## src/utcl_pkg.sv

```systemverilog
// Shared types, register indexes and calendar helpers for the UTC to local time block.
package utcl_pkg;

    localparam int unsigned CFG_INDEX_W = 2;

    typedef logic [CFG_INDEX_W-1:0] cfg_index_t;

    localparam cfg_index_t CFG_OFFSET_HOURS    = 2'd0;
    localparam cfg_index_t CFG_OFFSET_NEGATIVE = 2'd1;

    localparam logic [3:0] MONTH_JAN = 4'd1;
    localparam logic [3:0] MONTH_FEB = 4'd2;
    localparam logic [3:0] MONTH_APR = 4'd4;
    localparam logic [3:0] MONTH_JUN = 4'd6;
    localparam logic [3:0] MONTH_SEP = 4'd9;
    localparam logic [3:0] MONTH_NOV = 4'd11;
    localparam logic [3:0] MONTH_DEC = 4'd12;

    localparam logic [6:0] HOURS_PER_DAY = 7'd24;
    localparam logic [6:0] YEAR_LAST     = 7'd99;
    localparam logic [6:0] YEARS_PER_CENTURY = 7'd100;

    typedef struct packed {
        logic [6:0] utc_year;
        logic [3:0] utc_month;
        logic [4:0] utc_day;
        logic [4:0] utc_hour;
        logic [5:0] utc_minute;
        logic [5:0] utc_second;
    } utc_word_t;

    typedef struct packed {
        logic [6:0] local_year;
        logic [3:0] local_month;
        logic [4:0] local_day;
        logic [4:0] local_hour;
        logic [5:0] local_minute;
        logic [5:0] local_second;
    } local_word_t;

    typedef struct packed {
        logic [4:0] offset_hours;
        logic       offset_negative;
    } utcl_cfg_t;

    // Days in a month; February is 29 in a leap year.
    function automatic logic [4:0] month_len(input logic [3:0] month, input logic leap);
        logic [4:0] len;
        begin
            if (month == MONTH_FEB)
            begin
                len = leap ? 5'd29 : 5'd28;
            end
            else if (month == MONTH_APR || month == MONTH_JUN ||
                     month == MONTH_SEP || month == MONTH_NOV)
            begin
                len = 5'd30;
            end
            else
            begin
                len = 5'd31;
            end
            return len;
        end
    endfunction

endpackage

```

## src/utcl_calc.sv

```systemverilog
// Combinational hour offset and date rollover for one time stamp.
module utcl_calc
    import utcl_pkg::*;
(
    input  utc_word_t   utc,
    input  utcl_cfg_t   cfg,
    output local_word_t local_time
);

    logic [5:0] sum;
    logic       carry;
    logic [5:0] add_hour;
    logic [6:0] diff;
    logic [6:0] sub_hour;
    logic       borrow;
    logic [6:0] year_mod;
    logic [6:0] year_inc;
    logic [6:0] year_dec;
    logic       leap;
    logic       month_ok;
    logic [5:0] add_day;
    logic [4:0] cur_len;
    logic [3:0] prev_month;
    logic [5:0] back_day;

    always_comb
    begin
        sum      = {1'b0, utc.utc_hour} + {1'b0, cfg.offset_hours};
        carry    = (sum >= HOURS_PER_DAY[5:0]);
        if (sum >= 6'd48)
            add_hour = sum - 6'd48;
        else if (carry)
            add_hour = sum - HOURS_PER_DAY[5:0];
        else
            add_hour = sum;

        diff = {2'b00, utc.utc_hour} + 7'd48 - {2'b00, cfg.offset_hours};
        if (diff >= 7'd72)
            sub_hour = diff - 7'd72;
        else if (diff >= 7'd48)
            sub_hour = diff - 7'd48;
        else if (diff >= HOURS_PER_DAY)
            sub_hour = diff - HOURS_PER_DAY;
        else
            sub_hour = diff;
        borrow = (utc.utc_hour < cfg.offset_hours);

        year_mod = (utc.utc_year >= YEARS_PER_CENTURY) ? utc.utc_year - YEARS_PER_CENTURY
                                                       : utc.utc_year;
        year_inc = (year_mod == YEAR_LAST) ? 7'd0 : year_mod + 7'd1;
        year_dec = (year_mod == 7'd0) ? YEAR_LAST : year_mod - 7'd1;
        // leap test on the year as given
        leap     = (utc.utc_year[1:0] == 2'b00);
        month_ok = (utc.utc_month >= MONTH_JAN) && (utc.utc_month <= MONTH_DEC);

        add_day    = {1'b0, utc.utc_day} + {5'd0, carry};
        cur_len    = month_len(utc.utc_month, leap);
        prev_month = (utc.utc_month == MONTH_JAN) ? MONTH_DEC : utc.utc_month - 4'd1;
        back_day   = {1'b0, utc.utc_day} + {1'b0, month_len(prev_month, leap)}
                     - {5'd0, borrow};

        local_time.local_year   = utc.utc_year;
        local_time.local_month  = utc.utc_month;
        local_time.local_minute = utc.utc_minute;
        local_time.local_second = utc.utc_second;

        if (!cfg.offset_negative)
        begin
            local_time.local_hour = add_hour[4:0];
            local_time.local_day  = add_day[4:0];
            if (month_ok && add_day > {1'b0, cur_len})
            begin
                local_time.local_day = add_day[4:0] - cur_len;
                if (utc.utc_month == MONTH_DEC)
                begin
                    local_time.local_month = MONTH_JAN;
                    local_time.local_year  = year_inc;
                end
                else
                begin
                    local_time.local_month = utc.utc_month + 4'd1;
                end
            end
        end
        else
        begin
            local_time.local_hour = sub_hour[4:0];
            // invalid month also lands here: 5-bit wrap of day - borrow
            local_time.local_day  = utc.utc_day - {4'd0, borrow};
            if (month_ok && ({1'b0, utc.utc_day} < 6'd1 + {5'd0, borrow}))
            begin
                local_time.local_day   = back_day[4:0];
                local_time.local_month = prev_month;
                if (utc.utc_month == MONTH_JAN)
                begin
                    local_time.local_year = year_dec;
                end
            end
        end
    end

endmodule

```

## src/utc_to_local_time_offset.sv

```systemverilog
// Top level: UTC time stamp to local time with a configured whole-hour offset.
//
//  channel   dir   handshake              payload
//  in        in    in_valid / in_stall    in_data  (utc_word_t)
//  out       out   out_valid / out_stall  out_data (local_word_t)
//  cfg       in    cfg_valid / cfg_ready  cfg_index, cfg_data
//
// One word per cycle sustained while out_stall is low. A word passes an input
// register, the date logic and the output register, which drives out_valid.
// in_stall rises only when both registers are full and out_stall is high;
// an empty input register is always refilled, so bubbles collapse.
// Reset clears the valid bits and the offset registers (offset zero, add).
// cfg_ready is always high; writes are expected while the block is idle.
module utc_to_local_time_offset
    import utcl_pkg::*;
(
    input  logic        clk,
    input  logic        rst_n,
    input  logic        in_valid,
    output logic        in_stall,
    input  utc_word_t   in_data,
    output logic        out_valid,
    input  logic        out_stall,
    output local_word_t out_data,
    input  logic        cfg_valid,
    output logic        cfg_ready,
    input  cfg_index_t  cfg_index,
    input  logic [4:0]  cfg_data
);

    utcl_cfg_t   cfg_reg;
    logic        s1_valid_reg;
    utc_word_t   s1_data_reg;
    logic        s2_valid_reg;
    local_word_t s2_data_reg;
    local_word_t calc_out;
    logic        s2_load;
    logic        s1_load;

    assign cfg_ready = 1'b1;

    // Offset registers.
    always_ff @(posedge clk or negedge rst_n)
    begin
        if (!rst_n)
        begin
            cfg_reg <= '0;
        end
        else if (cfg_valid && cfg_ready)
        begin
            if (cfg_index == CFG_OFFSET_HOURS)
                cfg_reg.offset_hours <= cfg_data;
            else if (cfg_index == CFG_OFFSET_NEGATIVE)
                cfg_reg.offset_negative <= cfg_data[0];
        end
    end

    // Output register frees when empty or taken this cycle.
    assign s2_load  = !s2_valid_reg || !out_stall;
    // Input register takes a word when empty or moving on.
    assign s1_load  = !s1_valid_reg || s2_load;
    assign in_stall = !s1_load;

    always_ff @(posedge clk or negedge rst_n)
    begin
        if (!rst_n)
        begin
            s1_valid_reg <= 1'b0;
            s2_valid_reg <= 1'b0;
        end
        else
        begin
            if (s1_load)
                s1_valid_reg <= in_valid;
            if (s2_load)
                s2_valid_reg <= s1_valid_reg;
        end
    end

    always_ff @(posedge clk)
    begin
        if (s1_load && in_valid)
            s1_data_reg <= in_data;
        if (s2_load && s1_valid_reg)
            s2_data_reg <= calc_out;
    end

    utcl_calc u_calc
    (
        .utc        (s1_data_reg),
        .cfg        (cfg_reg),
        .local_time (calc_out)
    );

    assign out_valid = s2_valid_reg;
    assign out_data  = s2_data_reg;

    // Backpressure reaches the input only with both stages full.
    a_stall_full: assert property (@(posedge clk) disable iff (!rst_n)
        in_stall |-> (s1_valid_reg && out_valid && out_stall))
        else $error("input stalled with a free stage");

    // An accepted word occupies the input register next cycle.
    a_accept_fill: assert property (@(posedge clk) disable iff (!rst_n)
        (in_valid && !in_stall) |=> s1_valid_reg)
        else $error("accepted word lost");

    // Delivered hour is always reduced to a day.
    a_hour_range: assert property (@(posedge clk) disable iff (!rst_n)
        out_valid |-> (out_data.local_hour < 5'd24))
        else $error("local hour out of range");

    // A buffered word moves to the output when the output frees.
    a_advance: assert property (@(posedge clk) disable iff (!rst_n)
        (s1_valid_reg && (!out_valid || !out_stall)) |=> out_valid)
        else $error("word did not advance");

endmodule
```

## config.mk

```make
export PLATFORM = sky130hd
export DESIGN_NAME = utc_to_local_time_offset
export DESIGN_NICKNAME = d
export VERILOG_FILES = /design/src/utcl_pkg.sv /design/src/utcl_calc.sv /design/src/utc_to_local_time_offset.sv
export SDC_FILE = /design/constraint.sdc
export NUM_CORES = 1
export LEC_CHECK = 0
export BUFFER_PORTS_ARGS = -buffer_cell sky130_fd_sc_hd__buf_2
export CORE_MARGIN = 3
export CORE_UTILIZATION = 62
export CTS_CLUSTER_DIAMETER = 50
export DETAILED_ROUTE_END_ITERATION = 16
export GPL_TIMING_DRIVEN = 0
export PLACE_DENSITY = 0.92
export SYNTH_ARGS = -nofsm -noshare
export SYNTH_HDL_FRONTEND = slang
export SYNTH_SLANG_ARGS = --single-unit
```

## constraint.sdc

```tcl
create_clock -name clk -period 8.68 [get_ports clk]
set_clock_uncertainty 0.05 [all_clocks]
set_input_delay 1.736 -clock clk [delete_from_list [all_inputs] [get_ports clk]]
set_output_delay 1.736 -clock clk [all_outputs]
set_load 0.1 [all_outputs]
```

==> summary.txt, run 1 <==
Outcome
  – Outcome: finished, final reports clean

Critical path
  – CP startpoint kind: register
  – R2r worst-path depth: 16
  – Reg2reg end: out_data[32]
  – Critical-path cell list: ha_1 > fa_1 > nand2b_1 > a21oi_1 > xnor2_1 > inv_1 > ha_1 > nand3_1 > nor2_1 > a211o_1 > ha_1 > ha_1 > ha_1 > a221oi_4 > o211ai_1 > a311o_1
  – CP Buf/Inv Count: 1
  – RR Startpoint: cfg_reg[1]
  – Instance count on the critical path: 16
  – Worst setup path category: register to register
  – Worst path arrival time: 5.11 ns
  – Crit-path leading delay family: adder cells
  – Flop2flop setup slack: 3.61 ns
  – Most used cell, CP: ha_1
  – Slowest cell on the critical path: a221oi_4
  – Crit-path max FO: 9
  – Slowest stage delay, CP: 0.51 ns
  – CP endpoint kind: register
  – CP required: 8.72 ns

Global route
  – First-pass GRT wire length: 18160 um
  – Largest net degree at the start of global routing: 34
  – GRT Overall Usage: 25.97%
  – Grt total ovfl: 0
  – Vias in the first global route: 3824
  – Initial antenna violation count: 0

Power and ir drop
  – NetSw: 537.4 uW
  – Comb pwr share: 42.3%
  – P per Cell Area: 224.8 mW/mm2
  – Static Leak: 0.002398 uW
  – Seq pwr share: 35.6%
  – Clock power frac: 22.1%
  – Net Sw Frac: 42.19%
  – Peak VDD IR: 0.1021 mV
  – P_int: 736.4 uW

Clock network
  – H-tree depth: 3
  – CTS tree: done
  – Clock-pin slew on the worst setup and hold paths: 0.09 ns
  – TritonCTS Buffers: 9
  – CTS Buffer Depth: 2
  – Post-CTS setup buffer count: 0
  – Resized cells post-CTS: 0
  – CTS Sinks: 74
  – # hold bufs at CTS: 0
  – Clk_lat worst skew: 0.36 ns
  – CTS root buf: clkbuf_8

STA
  – Setup TNS: 0 ns
  – Worst Tran Pin Value: 0.9781 ns
  – Max-slew headroom: 34.65%
  – Period Utilization, post-route: 58.43%
  – Highest clock rate: 0.1972 GHz
  – RSZ-0062 raised after global routing: false
  – Tmin final: 5.072 ns
  – PnR worst setup slack: 3.608 ns
  – Finish-stage setup viols: 0
  – Fin. Hold Viols: 0
  – Fin. max-slew vios: 0

Logic synthesis
  – Count of state elements after synthesis: 74
  – Mapped Cells: 458
  – Most used DFF post-synth: edfxtp_1
  – Netlist cell types: 69
  – Synth warn: 0
  – Post-synth EDFFs: 66
  – Mapped Nets: 552
  – Post-Syn Area per Cell: 10.71 um2
  – Seq/Total Area, Yosys: 44.47%
  – Mapped Area: 0.004907 mm2
  – Ys async rst share: 10.81%

Final layout
  – ANT cells: 0
  – Share of layout cells above drive strength 1: 21.48%
  – Commonest non-fill, non-tap cell in the layout: buf_2
  – Most frequent cells in the layout: 83 x buf_2, 66 x edfxtp_1, 43 x ha_1
  – NumNets Final: 643
  – Syn-to-layout area delta: 15.48%

Detailed routing
  – Vias after detailed routing: 3972
  – DR vias/cell: 6.083
  – ANT nets after route: 0
  – Number of DRC markers in iteration 0: 219
  – DRT Pass-1 Iters: 5
  – Remaining DRCs: 0
  – Wire per inst: 16.82 um
  – Routed WL: 10980 um

Job
  – Max-cap violations: 0

Floorplanning
  – Starting Density: 65.89%
  – Cell Rows: 31
  – Core Region: 0.007447 mm2
  – Number of I/O pins: 81
  – Die H: 94.97 um
  – Die Width: 94.97 um
  – Die area: 0.009018 mm2

Placed design
  – Placement Setup Slack: 3.708 ns
  – GPL Wtd Cong: 0.9374
  – Final HPWL DP: 8331 um
  – Port buffer count: 79

Hold path
  – Hold WC Path Type: register to register
  – Hold Path Sink: out_data[2]
  – Min-Delay Startpoint: s1_data_reg[2]
  – Hold depth: 0
## cell families after synthesis
family / share of synthesized area (%)
AOI/OAI and AO/OA: 17.64
buffers and inverters: 4.538
xor gates and xnor gates: 3.213
muxes: 3.213
other: 0.07642
and+or+nand+nor: 13.44
adders and majority gates: 13.41
DFF: 44.47
## worst register-to-register path, delay by kind of cell, from the launching register on
| kind | cells | cell delay (ns) |
|---|---|---|
| buffers and inverters | 1 | 0.14 |
| flip-flops | 1 | 0.41 |
| AND/OR/NAND/NOR | 3 | 0.27 |
| XOR/XNOR | 1 | 0.42 |
| AO/OA/AOI/OAI | 5 | 1.63 |
| adder cells (fa/ha/maj) | 6 | 1.88 |
## layout make-up
type,count,area (um2)
timing repair buffer,80,415.4
clock buffer,9,123.9
sequential,74,2182
clock inverter,7,83.83
multi-input combinational,328,2515
inverter,39,146.4
buffer,17,76.32
fill,523,1780
tap,99,123.9
## routing by layer
layer | wire (um) | GRT usage [%]
met4 | 119 | 8.774
met3 | 888 | 4.781
met2 | 5662 | 45.27
met5 | 0 | 0
met1 | 4313 | 32.41
## power groups by stage
stage          clock network [uW]  registers [uW]  logic (uW)
2_1_floorplan                   0             602         277
3_3_place_gp                    0             462         506
3_5_place_dp                    0             462         527
4_1_cts                       285             454         532
5_1_grt                       300             458         588
6_report                      282             454         538
## metrics by stage
step | cell area [um2] | total power [uW] | cells | utilization, % | hold WS (ns)
2_1_floorplan | 4907 | 879.4 | 458 | - | 0.3503
3_3_place_gp | 5426 | 967.9 | 636 | 72.87 | 0.3502
3_5_place_dp | 5459 | 988.5 | 637 | 73.30 | 0.3545
4_1_cts | 5667 | 1270 | 653 | 76.09 | 0.3748
5_1_grt | 5667 | 1345 | 653 | 76.09 | 0.3878
6_report | 5667 | 1274 | 653 | 76.09 | 0.3734
## synth_stat cells, types with 7 or more instances
master	count	share of area, %
ha_1	43	11
xor2_1	7	1.2
mux2i_1	9	1.8
nor2_1	30	2.3
xnor2_1	11	2.0
dfrtp_1	8	4.1
clkbuf_1	10	0.76
a21oi_1	13	1.3
nand2_1	20	1.5
nor2b_1	11	1.4
nor3_1	11	1.1
o21ai_0	33	3.4
edfxtp_1	66	40
nand3_1	19	1.9
o211ai_1	12	1.8
inv_1	39	3.0
## worst max-delay path by stage
| stage | start | endpoint |
|---|---|---|
| after floorplan | out_stall | out_data[0] |
| after detailed placement | cfg_reg[1] | out_data[32] |
| after global routing | cfg_reg[1] | out_data[32] |
| after global placement | out_stall | out_data[6] |
| final | cfg_reg[1] | out_data[32] |
| after CTS | cfg_reg[1] | out_data[32] |
(Power assumes the default switching activity.)
==> run 2: changes to the inputs <==
--- a/config.mk
+++ b/config.mk
@@ -5,13 +5,14 @@
 export SDC_FILE = /design/constraint.sdc
 export NUM_CORES = 1
 export LEC_CHECK = 0
+export ABC_AREA = 1
 export BUFFER_PORTS_ARGS = -buffer_cell sky130_fd_sc_hd__buf_2
 export CORE_MARGIN = 3
-export CORE_UTILIZATION = 62
+export CORE_UTILIZATION = 57
 export CTS_CLUSTER_DIAMETER = 50
 export DETAILED_ROUTE_END_ITERATION = 16
 export GPL_TIMING_DRIVEN = 0
-export PLACE_DENSITY = 0.92
+export PLACE_DENSITY = 0.86
 export SYNTH_ARGS = -nofsm -noshare
 export SYNTH_HDL_FRONTEND = slang
 export SYNTH_SLANG_ARGS = --single-unit
==> constraint.sdc (replaced) <==
create_clock -name clk -period 4.76 [get_ports clk]
set_clock_uncertainty 0.05 [all_clocks]
set_input_delay 0.952 -clock clk [delete_from_list [all_inputs] [get_ports clk]]
set_output_delay 0.952 -clock clk [all_outputs]
set_load 0.1 [all_outputs]
==> run 2 against run 1 <==
  * Worst hold slack worse by 0.0061 ns
  * Cell count is 12% higher
  * Synthesized cell count is 17% higher
  * Critical endpoint is now out_data[24]
  * Largest power group unchanged
  * Highest routed layer unchanged
==> summary.txt, run 2 <==
Logic synthesis
  – Seq/Total Area, Yosys: 45.63% (was 44.47%)
  – Netlist cell types: 37 (was 69)
  – Most used DFF post-synth: edfxtp_1 (unchanged)
  – Synth area leader: edfxtp_1 (unchanged)
  – Top cell type's share of synthesized area: 41.44% (was 40.39%)
  – Post-synth EDFFs: 66 (unchanged)
  – Top cells by area, synth: edfxtp_1 41%, ha_1 11%, nand2_1 9.4%, inv_1 6.2%, nand3_1 5.4% (was edfxtp_1 40%, ha_1 11%, dfrtp_1 4.1%, o21ai_0 3.4%, inv_1 3.0%)
  – Mapped Cells: 536 (was 458)
  – Ys async rst share: 10.81% (unchanged)
  – Synth warn: 0 (unchanged)
  – Mapped Nets: 630 (was 552)
  – Mapped Area: 0.004782 mm2 (was 0.004907 mm2)
  – Post-Syn Area per Cell: 8.922 um2 (was 10.71 um2)
  – Synth cell count leaders: 120 x nand2_1, 79 x inv_1, 66 x edfxtp_1, 52 x nand3_1, 43 x ha_1 (was 66 x edfxtp_1, 43 x ha_1, 39 x inv_1, 33 x o21ai_0, 30 x nor2_1)
  – Count leader, synth: nand2_1 (was edfxtp_1)
  – Count of state elements after synthesis: 74 (unchanged)

Clock network
  – CTS Sinks: 74 (unchanged)
  – H-tree depth: 3 (unchanged)
  – Clk_lat worst skew: 0.35 ns (was 0.36 ns)
  – # hold bufs at CTS: 0 (unchanged)
  – Resized cells post-CTS: 0 (unchanged)
  – CTS Buffer Depth: 2 (unchanged)
  – Clock-pin slew on the worst setup and hold paths: 0.09 ns (about the same)
  – TritonCTS Buffers: 9 (unchanged)
  – CTS tree: done (unchanged)
  – Post-CTS setup buffer count: 0 (unchanged)
  – CTS root buf: clkbuf_8 (unchanged)

Floorplanning
  – Core Region: 0.007928 mm2 (was 0.007447 mm2)
  – Cell Rows: 32 (was 31)
  – Die H: 97.60 um (was 94.97 um)
  – Die Width: 97.60 um (was 94.97 um)
  – Die area: 0.009525 mm2 (was 0.009018 mm2)
  – Number of I/O pins: 81 (unchanged)
  – Starting Density: 60.32% (was 65.89%)

Critical path
  – Reg2reg end: out_data[24] (was out_data[32])
  – CP endpoint kind: register (unchanged)
  – CP Buf/Inv Count: 2 (was 1)
  – R2r worst-path depth: 23 (was 16)
  – Most used cell, CP: nand2_1 (was ha_1)
  – Crit path to: out_data[24] (was out_data[32])
  – Worst setup path category: register to register (unchanged)
  – Crit-path max FO: 5 (was 9)
  – Slowest cell on the critical path: fa_1 (was a221oi_4)
  – Flop2flop setup slack: 0.44 ns (was 3.61 ns)
  – Crit-path leading delay family: adder cells (unchanged)
  – Critical-path cell list: ha_1 > fa_1 > nand3_1 > nand2_1 > xor2_1 > ha_1 > nand2_1 > nor2_1 > a21oi_1 > nand2_1 > ha_1 > ha_1 > ha_1 > nand2_1 > inv_1 > nor2_1 > nand2_1 > nand2_2 > nand3_1 > nand2_1 > inv_1 > nand3_1 > nand2_1 (was ha_1 > fa_1 > nand2b_1 > a21oi_1 > xnor2_1 > inv_1 > ha_1 > nand3_1 > nor2_1 > a211o_1 > ha_1 > ha_1 > ha_1 > a221oi_4 > o211ai_1 > a311o_1)
  – Slowest stage delay, CP: 0.45 ns (was 0.51 ns)
  – CP startpoint kind: register (unchanged)
  – Worst path arrival time: 4.37 ns (was 5.11 ns)
  – RR Startpoint: cfg_reg[1] (unchanged)
  – Instance count on the critical path: 23 (was 16)
  – Critical Path Source: cfg_reg[1] (unchanged)
  – CP required: 4.81 ns (was 8.72 ns)

Placed design
  – Final HPWL DP: 8314 um (was 8331 um)
  – GPL Wtd Cong: 0.9133 (was 0.9374)
  – Placement Setup Slack: 0.5204 ns (was 3.708 ns)
  – Port buffer count: 79 (unchanged)

Power and ir drop
  – Net Sw Frac: 43.26% (was 42.19%)
  – Clock power frac: 23.5% (was 22.1%)
  – P_int: 1365 uW (was 736.4 uW)
  – NetSw: 1041 uW (was 537.4 uW)
  – Static Leak: 0.002666 uW (was 0.002398 uW)
  – P per Cell Area: 432.6 mW/mm2 (was 224.8 mW/mm2)
  – Peak VDD IR: 0.3115 mV (was 0.1021 mV)
  – Seq pwr share: 35.1% (was 35.6%)
  – Comb pwr share: 41.4% (was 42.3%)

Detailed routing
  – Vias after detailed routing: 4023 (was 3972)
  – ANT nets after route: 0 (unchanged)
  – Number of DRC markers in iteration 0: 267 (was 219)
  – DRT Pass-1 Iters: 5 (unchanged)
  – DR vias/cell: 5.481 (was 6.083)
  – Wire per inst: 14.59 um (was 16.82 um)
  – Remaining DRCs: 0 (unchanged)
  – Routed WL: 10710 um (was 10980 um)

STA
  – Highest clock rate: 0.2315 GHz (was 0.1972 GHz)
  – Fin. Hold Viols: 0 (unchanged)
  – Tmin final: 4.320 ns (was 5.072 ns)
  – Period Utilization, post-route: 90.76% (was 58.43%)
  – Max-slew headroom: 10.77% (was 34.65%)
  – RSZ-0062 raised after global routing: false (unchanged)
  – PnR worst setup slack: 0.4398 ns (was 3.608 ns)
  – Finish-stage setup viols: 0 (unchanged)
  – Setup TNS: 0 ns (unchanged)
  – Worst Tran Pin Value: 1.337 ns (was 0.9781 ns)
  – Fin. max-slew vios: 0 (unchanged)

Global route
  – Initial antenna violation count: 0 (unchanged)
  – Grt met1 use: 26.54% (was 32.41%)
  – GR Layer Usage met2: 42.38% (was 45.27%)
  – GRT met3 Usage: 4.953% (was 4.781%)
  – GRT Overall Usage: 22.87% (was 25.97%)
  – Vias in the first global route: 3898 (was 3824)
  – Largest net degree at the start of global routing: 34 (unchanged)
  – Busiest grt layer: met2 (unchanged)
  – Grt total ovfl: 0 (unchanged)
  – First-pass GRT wire length: 17690 um (was 18160 um)

Hold path
  – Hold WC Path Type: register to register (unchanged)
  – Min-Delay Startpoint: s1_data_reg[10] (was s1_data_reg[2])

Final layout
  – Commonest non-fill, non-tap cell in the layout: nand2_1 (was buf_2)
  – Share of layout cells above drive strength 1: 20.09% (was 21.48%)
  – Syn-to-layout area delta: 16.30% (was 15.48%)
  – Multi-input gate area: 0.002240 mm2 (was 0.002515 mm2)
  – Most frequent cells in the layout: 120 x nand2_1, 82 x buf_2, 79 x inv_1 (was 83 x buf_2, 66 x edfxtp_1, 43 x ha_1)
  – Seq. cell area: 0.002182 mm2 (unchanged)
  – NumNets Final: 721 (was 643)
  – Filler cells: 613 (was 523)
  – ANT cells: 0 (unchanged)

Outcome
  – Outcome: finished, final reports clean (unchanged)

Job
  – Max-cap violations: 0 (unchanged)
[run 2: changes by cell type in the layout (fill, tap and decap cells not counted), sizes merged, moves of 5 or more]
cell | previous run | this run
nand2 | 20 | 129
inv | 42 | 85
nand3 | 19 | 54
nor2 | 30 | 41
nor2b | 11 | 0
a21oi | 13 | 23
clkbuf | 19 | 10
mux2i | 9 | 0
nand4 | 2 | 9
nor3 | 11 | 4
and2 | 6 | 0
xnor2 | 11 | 5
o211ai | 13 | 8
[run 2: logic make-up (layout without fill, tap and decap cells)]
logic type                 count (synthesis)  count (layout)  share of synthesized area, %
and+or+nand+nor                          241             241                         22.68
buffers and inverters                     92             188                         7.770
DFF                                       74              74                         45.63
AOI/OAI and AO/OA                         66              66                         7.693
adders and majority gates                 49              49                         13.76
xor gates and xnor gates                  13              13                         2.381
other                                      1               1                       0.07842
[run 2: metrics by stage]
step	hold WS [ns]	total power [uW]	area [um2]	utilization, %	std cells
floorplan	0.3503	1642	4782	-	536
global placement	0.3507	1792	5305	66.92	717
detailed placement	0.3545	1848	5336	67.31	718
CTS	0.3721	2411	5562	70.15	734
global route	0.3747	2540	5562	70.15	734
finish	0.3673	2406	5562	70.15	734
[run 2: per-layer routing]
metal / share of wire [%] / vias up
met5: 0 / -
met3: 6.9 / 21
met1: 38 / 1888
met2: 53 / 159
met4: 1.6 / 0
li1: - / 1955
[run 2: how the worst min path moves through the flow]
stage / endpoint / depth (start not counted)
final: out_data[10] / 0
after global routing: out_data[10] / 0
after CTS: s1_valid_reg / 1
after detailed placement: out_data[10] / 0
after global placement: out_data[5] / 0
after floorplan: out_data[0] / 0
[run 2: layout make-up]
cell class / instances / share of cell area [%]
plain buffers: 8 / 1.012
clock buffers: 9 / 2.227
clock inverters: 7 / 1.822
inverters: 84 / 5.669
multi-input cells: 370 / 40.27
flip-flops and latches: 74 / 39.24
well taps: 102 / 2.295
repair buffers: 80 / 7.469
[run 2: worst reg2reg max path: cells and delay by family (launching register included)]
kind                       cells  cell delay (ns)
adders and majority gates      6             1.80
xor gates and xnor gates       1             0.29
and+or+nand+nor               13             1.30
buffers and inverters          2             0.15
DFF                            1             0.41
AOI/OAI and AO/OA              1             0.08
[run 2: power by group through the flow]
stage	Sequential (uW)	Clock [uW]	Combinational [uW]
finish	844	566	996
global route	852	597	1090
CTS	844	573	994
detailed placement	859	0	989
global placement	858	0	934
floorplan	1160	0	486
==> run 3: changes to the inputs <==
--- a/config.mk
+++ b/config.mk
@@ -8,11 +8,11 @@
 export ABC_AREA = 1
 export BUFFER_PORTS_ARGS = -buffer_cell sky130_fd_sc_hd__buf_2
 export CORE_MARGIN = 3
-export CORE_UTILIZATION = 57
+export CORE_UTILIZATION = 55
 export CTS_CLUSTER_DIAMETER = 50
 export DETAILED_ROUTE_END_ITERATION = 16
 export GPL_TIMING_DRIVEN = 0
-export PLACE_DENSITY = 0.86
+export PLACE_DENSITY = 0.83
 export SYNTH_ARGS = -nofsm -noshare
 export SYNTH_HDL_FRONTEND = slang
 export SYNTH_SLANG_ARGS = --single-unit
==> run 3 against run 2 <==
  * Critical path depth is 2 higher
  * Worst hold slack worse by 0.0023 ns
  * Largest cell class unchanged
  * Combinational power hardly changed
  * Sequential share of layout area is 0.088 points lower
==> summary.txt, run 3 (synthesis results as in run 2) <==
STA
  – PnR worst setup slack: 0.4933 ns (was 0.4398 ns)
  – Worst Tran Pin Value: 0.6399 ns (was 1.337 ns)
  – Fin. Hold Viols: 0 (unchanged)
  – Fin. max-slew vios: 0 (unchanged)
  – Max-slew headroom: 57.08% (was 10.77%)
  – Finish-stage setup viols: 0 (unchanged)
  – Tmin final: 4.267 ns (was 4.320 ns)
  – Period Utilization, post-route: 89.64% (was 90.76%)
  – Highest clock rate: 0.2344 GHz (was 0.2315 GHz)
  – RSZ-0062 raised after global routing: false (unchanged)
  – Setup TNS: 0 ns (unchanged)

Clock network
  – H-tree depth: 3 (unchanged)
  – TritonCTS Buffers: 9 (unchanged)
  – CTS Buffer Depth: 2 (unchanged)
  – CTS tree: done (unchanged)
  – CTS Sinks: 74 (unchanged)
  – Resized cells post-CTS: 0 (unchanged)
  – Clock-pin slew on the worst setup and hold paths: 0.09 ns (about the same)
  – Post-CTS setup buffer count: 0 (unchanged)
  – CTS root buf: clkbuf_8 (unchanged)
  – # hold bufs at CTS: 0 (unchanged)
  – Clk_lat worst skew: 0.36 ns (was 0.35 ns)

Global route
  – Grt total ovfl: 0 (unchanged)
  – Busiest grt layer: met2 (unchanged)
  – Largest net degree at the start of global routing: 34 (unchanged)
  – Grt met1 use: 27.68% (was 26.54%)
  – Vias in the first global route: 3760 (was 3898)
  – GRT met3 Usage: 4.698% (was 4.953%)
  – GR Layer Usage met2: 37.04% (was 42.38%)
  – First-pass GRT wire length: 17230 um (was 17690 um)
  – Initial antenna violation count: 0 (unchanged)
  – GRT Overall Usage: 21.71% (was 22.87%)

Critical path
  – CP startpoint kind: register (unchanged)
  – Worst path arrival time: 4.33 ns (was 4.37 ns)
  – Worst setup path category: register to register (unchanged)
  – Crit-path max FO: 5 (unchanged)
  – CP required: 4.82 ns (was 4.81 ns)
  – CP endpoint kind: register (unchanged)

Placed design
  – Port buffer count: 79 (unchanged)
  – Placement Setup Slack: 0.6080 ns (was 0.5204 ns)
  – Placed cells: 721 (was 718)
  – GPL Wtd Cong: 0.9273 (was 0.9133)
  – Final HPWL DP: 7886 um (was 8314 um)

Detailed routing
  – ANT nets after route: 0 (unchanged)
  – Remaining DRCs: 0 (unchanged)
  – DR vias/cell: 5.278 (was 5.481)
  – Routed WL: 10370 um (was 10710 um)
  – DRT Pass-1 Iters: 5 (unchanged)
  – Number of DRC markers in iteration 0: 207 (was 267)
  – Wire per inst: 14.06 um (was 14.59 um)
  – Vias after detailed routing: 3895 (was 4023)

Final layout
  – Multi-input gate area: 0.002240 mm2 (unchanged)
  – ANT cells: 0 (unchanged)
  – Most frequent cells in the layout: 120 x nand2_1, 82 x buf_2, 78 x inv_1 (was 120 x nand2_1, 82 x buf_2, 79 x inv_1)
  – Non-filler cells, final: 738 (was 734)
  – Seq. cell area: 0.002182 mm2 (unchanged)
  – Share of layout cells above drive strength 1: 20.38% (was 20.09%)
  – Syn-to-layout area delta: 16.56% (was 16.30%)
  – NumNets Final: 722 (was 721)
  – Final core occ: 66.83% (was 70.15%)
  – Filler cells: 669 (was 613)
  – Commonest non-fill, non-tap cell in the layout: nand2_1 (unchanged)

Power and ir drop
  – P per Cell Area: 424.2 mW/mm2 (was 432.6 mW/mm2)
  – Tot Pwr: 2365 uW (was 2406 uW)
  – Static Leak: 0.002659 uW (was 0.002666 uW)
  – Peak VDD IR: 0.2882 mV (was 0.3115 mV)

Job
  – Max-cap violations: 0 (unchanged)

Hold path
  – Hold WC Path Type: register to register (unchanged)

Floorplanning
  – Die Width: 99.25 um (was 97.60 um)
  – Number of I/O pins: 81 (unchanged)
  – Cell Rows: 33 (was 32)
  – Starting Density: 57.34% (was 60.32%)
  – Core Region: 0.008341 mm2 (was 0.007928 mm2)
  – Die area: 0.009850 mm2 (was 0.009525 mm2)
  – Die H: 99.25 um (was 97.60 um)

Outcome
  – Outcome: finished, final reports clean (unchanged)
[run 3: final cells by class]
type / instances / share of cell area [%]
plain buffers: 8 / 1.010
clock buffers: 9 / 2.222
clock inverters: 7 / 1.481
inverters: 84 / 5.657
multi-input cells: 370 / 40.18
flip-flops and latches: 74 / 39.15
well taps: 105 / 2.357
repair buffers: 81 / 7.946
[run 3: layer usage]
layer / routed length (um) / share of wire [%]
met1: 4342 / 42
met4: 170 / 1.6
met2: 5142 / 50
met5: 0 / 0
met3: 719 / 6.9
[run 3: critical path, cell delays in order, from the launching register on]
cell	delay, ns
dfrtp_1	0.42
inv_1	0.10
ha_1	0.43
inv_1	0.14
a21oi_2	0.20
nand3_1	0.09
nand2_1	0.11
inv_2	0.05
ha_1	0.17
nand2_1	0.06
nor2_1	0.03
a21oi_1	0.15
nand2_1	0.14
ha_1	0.25
ha_1	0.34
ha_1	0.33
nand2_1	0.08
inv_1	0.04
nor2_1	0.09
nand2_1	0.10
nand2_2	0.12
nand3_1	0.12
nand2_1	0.11
inv_1	0.10
nand2_1	0.09
nand3_1	0.10
[run 3: path summary, 6_finish.rpt]
path	from	endpoint	slack (ns)	depth (start not counted)
worst max-delay path	cfg_reg[3]	out_data[31]	0.49	25
worst min-delay path	s1_data_reg[5]	out_data[5]	0.37	0
worst max register to register	cfg_reg[3]	out_data[31]	0.49	25
worst min register to register	s1_data_reg[5]	out_data[5]	0.37	0
max in group asynchronous	rst_n	cfg_reg[0]	4.12	1
min in group asynchronous	rst_n	cfg_reg[2]	0.38	1
[run 3: report_power, final]
part / internal, uW / switching, uW
sequential: 806 / 35.6
combinational: 261 / 736
clock: 251 / 275
total: 1320 / 1050
[run 3: per-stage QoR]
stage	hold WS (ns)	cell area [um2]
final	0.3650	5574
after global routing	0.3737	5574
after CTS	0.3669	5547
after detailed placement	0.3545	5340
after global placement	0.3509	5309
after floorplan	0.3503	4782
